## config.mk

```make
export PLATFORM = sky130hd
export DESIGN_NAME = nfa_word_acceptor_unit
export DESIGN_NICKNAME = d
export VERILOG_FILES = /design/src/hdl/nfawa_pkg.sv /design/src/hdl/nfawa_rule_table.sv /design/src/hdl/nfa_word_acceptor_unit.sv
export SDC_FILE = /design/constraint.sdc
export NUM_CORES = 1
export LEC_CHECK = 0
export BUFFER_PORTS_ARGS = -buffer_cell sky130_fd_sc_hd__buf_2
export CAP_MARGIN = 20
export CORE_MARGIN = 10
export CORE_UTILIZATION = 45
export CTS_CLUSTER_DIAMETER = 60
export DETAILED_ROUTE_END_ITERATION = 12
export PLACE_DENSITY_LB_ADDON = 0.1
export REMOVE_ABC_BUFFERS = 1
export SKIP_CTS_REPAIR_TIMING = 1
export SLEW_MARGIN = 20
export SYNTH_ARGS = -nofsm -noshare
export SYNTH_HDL_FRONTEND = slang
export SYNTH_SLANG_ARGS = --single-unit
```

## constraint.sdc

```tcl
create_clock -name clk_i -period 4.39 [get_ports clk_i]
set_input_delay 0.6585 -clock clk_i [delete_from_list [all_inputs] [get_ports clk_i]]
set_output_delay 0.6585 -clock clk_i [all_outputs]
set_load 0.005 [all_outputs]
```

## src/hdl/nfawa_pkg.sv

```systemverilog
// Shared types and constants for the NFA word acceptor.
// No dependencies; imported by the rule table and the top level.
package nfawa_pkg;

  localparam int unsigned DefMaxRules  = 32;
  localparam int unsigned DefNumStates = 16;

  localparam int unsigned KindW  = 2;
  localparam int unsigned IndexW = 5;
  localparam int unsigned StateW = 4;
  localparam int unsigned SymW   = 8;

  // A rule with this symbol marks its source state as final.
  localparam logic [SymW-1:0] FinalMark = 8'd35;

  typedef enum logic [KindW-1:0] {
    KIND_LOAD   = 2'd0,
    KIND_SYMBOL = 2'd1,
    KIND_END    = 2'd2
  } kind_e;

  typedef struct packed {
    logic              en;
    logic [IndexW-1:0] index;
    logic [StateW-1:0] from;
    logic [SymW-1:0]   symbol;
    logic [StateW-1:0] to;
  } rule_wr_t;

endpackage

```

## src/hdl/nfawa_rule_table.sv

```systemverilog
// Rule table with one compare cell per slot, and the parallel subset step.
// Depends on nfawa_pkg.
module nfawa_rule_table import nfawa_pkg::*; #(
  parameter int unsigned MAX_RULES  = DefMaxRules,
  parameter int unsigned NUM_STATES = DefNumStates
) (
  input  logic                  clk_i,
  input  logic                  rst_ni,
  input  rule_wr_t              wr_i,
  input  logic [NUM_STATES-1:0] cur_set_i,
  input  logic [SymW-1:0]       word_byte_i,
  output logic [NUM_STATES-1:0] next_set_o,
  output logic                  final_hit_o
);

  logic              valid_q  [MAX_RULES];
  logic [StateW-1:0] from_q   [MAX_RULES];
  logic [SymW-1:0]   symbol_q [MAX_RULES];
  logic [StateW-1:0] to_q     [MAX_RULES];

  always_ff @(posedge clk_i or negedge rst_ni) begin
    if (!rst_ni) begin
      for (int r = 0; r < int'(MAX_RULES); r++) begin
        valid_q[r] <= 1'b0;
      end
    end else if (wr_i.en) begin
      for (int r = 0; r < int'(MAX_RULES); r++) begin
        if (int'(wr_i.index) == r) begin
          valid_q[r] <= 1'b1;
        end
      end
    end
  end

  always_ff @(posedge clk_i) begin
    if (wr_i.en) begin
      for (int r = 0; r < int'(MAX_RULES); r++) begin
        if (int'(wr_i.index) == r) begin
          from_q[r]   <= wr_i.from;
          symbol_q[r] <= wr_i.symbol;
          to_q[r]     <= wr_i.to;
        end
      end
    end
  end

  // Each cell checks that its source state is active; states at or above
  // NUM_STATES never match, and destinations there add nothing.
  always_comb begin
    logic src_active;
    next_set_o  = '0;
    final_hit_o = 1'b0;
    for (int r = 0; r < int'(MAX_RULES); r++) begin
      src_active = 1'b0;
      for (int s = 0; s < int'(NUM_STATES); s++) begin
        if (int'(from_q[r]) == s && cur_set_i[s]) begin
          src_active = 1'b1;
        end
      end
      if (valid_q[r] && src_active) begin
        if (symbol_q[r] == word_byte_i) begin
          for (int s = 0; s < int'(NUM_STATES); s++) begin
            if (int'(to_q[r]) == s) begin
              next_set_o[s] = 1'b1;
            end
          end
        end
        if (symbol_q[r] == FinalMark) begin
          final_hit_o = 1'b1;
        end
      end
    end
  end

endmodule

```

## src/hdl/nfa_word_acceptor_unit.sv

```systemverilog
// Top level of the NFA word acceptor: input register, active-set state,
// result register. Depends on nfawa_pkg and nfawa_rule_table.
//
// Usage: items arrive on the input channel (in_valid_i / in_stall_o) with
// kind_i selecting a rule load, a word symbol or an end of word. Only an
// end-of-word item gives a result, on the output channel (out_valid_o /
// out_stall_i) as accepted_o. The start state is written through
// cfg_we_i / cfg_wdata_i while the block is idle.
// An item is captured in the input register and processed from there, where
// all rule cells compare in parallel against the active set; an end-of-word
// item loads the result register as it leaves the input register.
// Throughput: one item per cycle, unless an end-of-word item waits on a full,
// stalled result register; the rule compare is combinational.
// When the receiver stalls, the result register holds its item; the input
// register keeps flowing for loads and symbols and stops only when an
// end-of-word item meets a full, stalled result register.
// Reset clears all rule valid bits, the active set, the open-word flag,
// the start state and both valid flags.
module nfa_word_acceptor_unit import nfawa_pkg::*; #(
  parameter int unsigned MAX_RULES  = DefMaxRules,
  parameter int unsigned NUM_STATES = DefNumStates
) (
  input  logic              clk_i,
  input  logic              rst_ni,
  input  logic              cfg_we_i,
  input  logic [StateW-1:0] cfg_wdata_i,
  input  logic              in_valid_i,
  output logic              in_stall_o,
  input  logic [KindW-1:0]  kind_i,
  input  logic [IndexW-1:0] rule_index_i,
  input  logic [StateW-1:0] rule_from_i,
  input  logic [SymW-1:0]   rule_symbol_i,
  input  logic [StateW-1:0] rule_to_i,
  input  logic [SymW-1:0]   word_byte_i,
  output logic              out_valid_o,
  input  logic              out_stall_i,
  output logic              accepted_o
);

  logic [StateW-1:0]     start_state_q;
  logic                  in_valid_q;
  logic [KindW-1:0]      kind_q;
  logic [IndexW-1:0]     rule_index_q;
  logic [StateW-1:0]     rule_from_q;
  logic [SymW-1:0]       rule_symbol_q;
  logic [StateW-1:0]     rule_to_q;
  logic [SymW-1:0]       word_byte_q;
  logic [NUM_STATES-1:0] active_q;
  logic                  word_open_q;
  logic                  out_valid_q;
  logic                  accepted_q;

  logic                  advance;
  logic                  in_accept;
  logic                  is_end;
  logic [NUM_STATES-1:0] start_set;
  logic [NUM_STATES-1:0] cur_set;
  logic [NUM_STATES-1:0] next_set;
  logic                  final_hit;
  rule_wr_t              rule_wr;

  assign is_end    = (kind_e'(kind_q) == KIND_END);
  assign advance   = in_valid_q && (!is_end || !out_valid_q || !out_stall_i);
  assign in_stall_o = in_valid_q && !advance;
  assign in_accept = in_valid_i && !in_stall_o;

  always_comb begin
    start_set = '0;
    for (int s = 0; s < int'(NUM_STATES); s++) begin
      if (int'(start_state_q) == s) begin
        start_set[s] = 1'b1;
      end
    end
  end

  // A word that has not begun yet starts from the start state.
  assign cur_set = word_open_q ? active_q : start_set;

  always_comb begin
    rule_wr.en     = advance && (kind_e'(kind_q) == KIND_LOAD) &&
                     (int'(rule_index_q) < int'(MAX_RULES));
    rule_wr.index  = rule_index_q;
    rule_wr.from   = rule_from_q;
    rule_wr.symbol = rule_symbol_q;
    rule_wr.to     = rule_to_q;
  end

  nfawa_rule_table #(
    .MAX_RULES  (MAX_RULES),
    .NUM_STATES (NUM_STATES)
  ) u_rule_table (
    .clk_i       (clk_i),
    .rst_ni      (rst_ni),
    .wr_i        (rule_wr),
    .cur_set_i   (cur_set),
    .word_byte_i (word_byte_q),
    .next_set_o  (next_set),
    .final_hit_o (final_hit)
  );

  always_ff @(posedge clk_i or negedge rst_ni) begin
    if (!rst_ni) begin
      start_state_q <= '0;
    end else if (cfg_we_i) begin
      start_state_q <= cfg_wdata_i;
    end
  end

  always_ff @(posedge clk_i or negedge rst_ni) begin
    if (!rst_ni) begin
      in_valid_q <= 1'b0;
    end else if (in_accept) begin
      in_valid_q <= 1'b1;
    end else if (advance) begin
      in_valid_q <= 1'b0;
    end
  end

  always_ff @(posedge clk_i) begin
    if (in_accept) begin
      kind_q        <= kind_i;
      rule_index_q  <= rule_index_i;
      rule_from_q   <= rule_from_i;
      rule_symbol_q <= rule_symbol_i;
      rule_to_q     <= rule_to_i;
      word_byte_q   <= word_byte_i;
    end
  end

  always_ff @(posedge clk_i or negedge rst_ni) begin
    if (!rst_ni) begin
      active_q    <= '0;
      word_open_q <= 1'b0;
    end else if (advance) begin
      case (kind_e'(kind_q))
        KIND_SYMBOL: begin
          active_q    <= next_set;
          word_open_q <= 1'b1;
        end
        KIND_END: begin
          active_q    <= '0;
          word_open_q <= 1'b0;
        end
        default: begin
        end
      endcase
    end
  end

  always_ff @(posedge clk_i or negedge rst_ni) begin
    if (!rst_ni) begin
      out_valid_q <= 1'b0;
    end else if (advance && is_end) begin
      out_valid_q <= 1'b1;
    end else if (!out_stall_i) begin
      out_valid_q <= 1'b0;
    end
  end

  always_ff @(posedge clk_i) begin
    if (advance && is_end) begin
      accepted_q <= final_hit;
    end
  end

  assign out_valid_o = out_valid_q;
  assign accepted_o  = accepted_q;

endmodule

```

==> flow_summary.ini <==
[outcome]
status = finished clean

[final_layout]
drive_gt1_frac = 0.198
finalInstanceArea_um2 = 42400
final_nets = 3713
nFillCells = 6807
layout.cells.non_filler = 4781
area_delta_synth_final_pct = 18.6
antennaDiodeCount = 0

[timing]
relSlewSlack = 0.319
setup-violations-final = 0
fmax_mhz = 229
slew_violations = 0
hold_violations = 0
skew_ns = 0.0200
timing.hold.ws_ns = 0.156
tightest_slew_ns = 1.01
period_share = 0.993
period_minus_slack_ns = 4.36

[cts]
tritoncts.num_buffers = 73
clock_path_buffers = 3
cts_tree = yes
insertion_delay_ns = 0.64
clkSinkCount = 599
path_clk_slew_ns = 0.06
cts_root_buffer = clkbuf_16
cts_max_level = 3

[critical_path]
cp-end-kind = flop
cp.arrival_ns = 4.82
reg2regPathDepth = 15
crit_buf_inv = 5
crit_fanout = 10
cp.required_ns = 4.86
crit_chain = buf_4 > nand2b_1 > buf_4 > buf_4 > nor2_1 > a221oi_1 > a311oi_1 > a211o_1 > buf_4 > and4b_1 > nand3_1 > o221ai_1 > buf_4 > nor3_1 > a31oi_1
cp_top_family = compound AO/OA/AOI/OAI gates
crit_path_frequent_cell = buf_4
startpoint_type = flop
cp_slowest_stage_delay_ns = 0.52
crit_type = reg -> reg
slowest_stage = a221oi_1
crit_cells = 15

[grt]
overflow = 0
grt_pass1_wl_mm = 236
first_global_vias = 31100
grt_usage = 0.363
antenna_found_initial = 3
grt_start_max_net_pins = 40

[placed_design]
placedCellCount = 4640
placed_area_um2 = 39700
numPortBuffers = 42
gp_congestion = 1.08
hpwlAfterDp_mm = 129

[routing]
antenna_left = 0
via_count = 33100
via_per_inst = 6.91
first_iter_violations = 4646
drt_first_pass_iters = 7
wl_per_cell_um = 35.5
wirelength_mm = 170
drc = 0

[synthesis]
synth_most_common_cell = edfxtp_1
netlist.area_leader.share = 0.457
synthArstFlopShare = 0.0918
ys_seq_elements = 599
mappedNetlistArea_um2 = 35700
syn_area_per_cell_um2 = 10.7
synthTopCellsByArea = edfxtp_1, dfrtp_1, xnor2_1
ys_warn_count = 0
synth_top_area_cell = edfxtp_1
synth_edf_count = 544
synth_common_cells = edfxtp_1, nand2_1, nor2_1
synthesis.instances = 3334
ys_dominant_reg_cell = edfxtp_1
ys_seq_area_frac = 0.496
synth.distinct_cells = 115

[pwr]
peakVddDrop_v = 0.000404
p_leak_nw = 14.2
powerDensity_nw_per_um2 = 355

[floorplanning]
fp.dieH_um = 302
rows = 103
core_area_um2 = 78900
ioPinCount = 43
dieArea_um2 = 91000
die_w_um = 302
initial_core_util = 0.453

[hold_path]
hp-class = in -> async

[flow_run]
maxCapViolCount = 0
-- kinds of logic after synthesis --
kind of cell | share of synthesized area
multiplexers | 0.0100
flip-flops | 0.496
adder cells (fa/ha/maj) | 0.000700
AO/OA/AOI/OAI | 0.155
XOR/XNOR | 0.0628
AND/OR/NAND/NOR | 0.239
buffers and inverters | 0.0372
-- flip-flops by register name (all words and copies together) (netlist names) --
name                   flops
u_rule_table.to_q        128
active_q                  16
u_rule_table.valid_q      32
u_rule_table.from_q      128
rule_symbol_q              8
rule_to_q                  4
rule_from_q                4
word_byte_q                8
u_rule_table.symbol_q    256
kind_q                     2
start_state_q              4
accepted_o                 1
in_valid_q                 1
out_valid_o                1
rule_index_q               5
word_open_q                1
-- per-stage QoR --
step / total power [W] / setup TNS, ns / util / worst slack [ns]
4_1_cts: 0.0150 / -0.979 / 0.536 / -0.403
3_5_place_dp: 0.00872 / -0.820 / 0.503 / -0.366
6_report: 0.0151 / 0 / 0.537 / 0.0315
3_3_place_gp: 0.00870 / -0.864 / 0.503 / -0.321
5_1_grt: 0.0154 / -0.0464 / 0.537 / -0.0464
2_1_floorplan: 0.00738 / -0.273 / - / -0.101
-- placed cells by master (no fill, tap or decap), types with 34 or more instances in the layout --
cell       count
a211oi_1      37
nand4_1       94
or2_2         44
nor4_1        85
nor3_1       109
nand2b_1      67
nand3b_1      49
nor2_1       226
inv_1         76
o22ai_1       34
nor2b_1       82
a22oi_1       70
nor3b_1       37
o211ai_1      67
buf_4        419
and2_1        37
nand2_1      239
nand3_1      117
buf_2         41
edfxtp_1     544
nor4b_1       63
xor2_1       117
dfrtp_1       53
xnor2_1      139
a21oi_1       43
a31oi_1       38
clkbuf_16     74
-- per-layer routing --
metal | routed length [um] | global-route usage
met5 | 13 | 0
met4 | 10600 | 0.191
met3 | 15500 | 0.0559
met2 | 77200 | 0.577
met1 | 66400 | 0.475
-- layout make-up --
class	count	area (um^2)	share of cell area
multi-input cells	2441	16800	0.396
repair buffers	480	3750	0.0885
inverters	76	285	0.00673
flip-flops and latches	599	17700	0.418
well taps	1050	1310	0.0310
clock inverters	49	596	0.0141
clock buffers	86	1940	0.0457
-- path summary, 6_finish.rpt --
| kind | startpoint | to | slack (ns) |
|---|---|---|---|
| hold reg to reg | u_rule_table.valid_q[31] | u_rule_table.valid_q[31] | 0.51 |
| min in group clk_i | word_byte_i[6] | word_byte_q[6] | 0.20 |
| setup reg to reg | start_state_q[0] | active_q[7] | 0.03 |
| max in group asynchronous | rst_ni | in_valid_q | 3.33 |
| hold / removal | rst_ni | active_q[5] | 0.16 |
| setup / recovery | start_state_q[0] | active_q[7] | 0.03 |
-- report_power, final --
group          switching [W]  total, W  internal (W)
clock network        0.00270   0.00633       0.00363
registers           0.000176   0.00651       0.00633
logic                0.00148   0.00223      0.000751
total                0.00435    0.0151        0.0107
No activity file was read; power rests on OpenSTA's default activity.
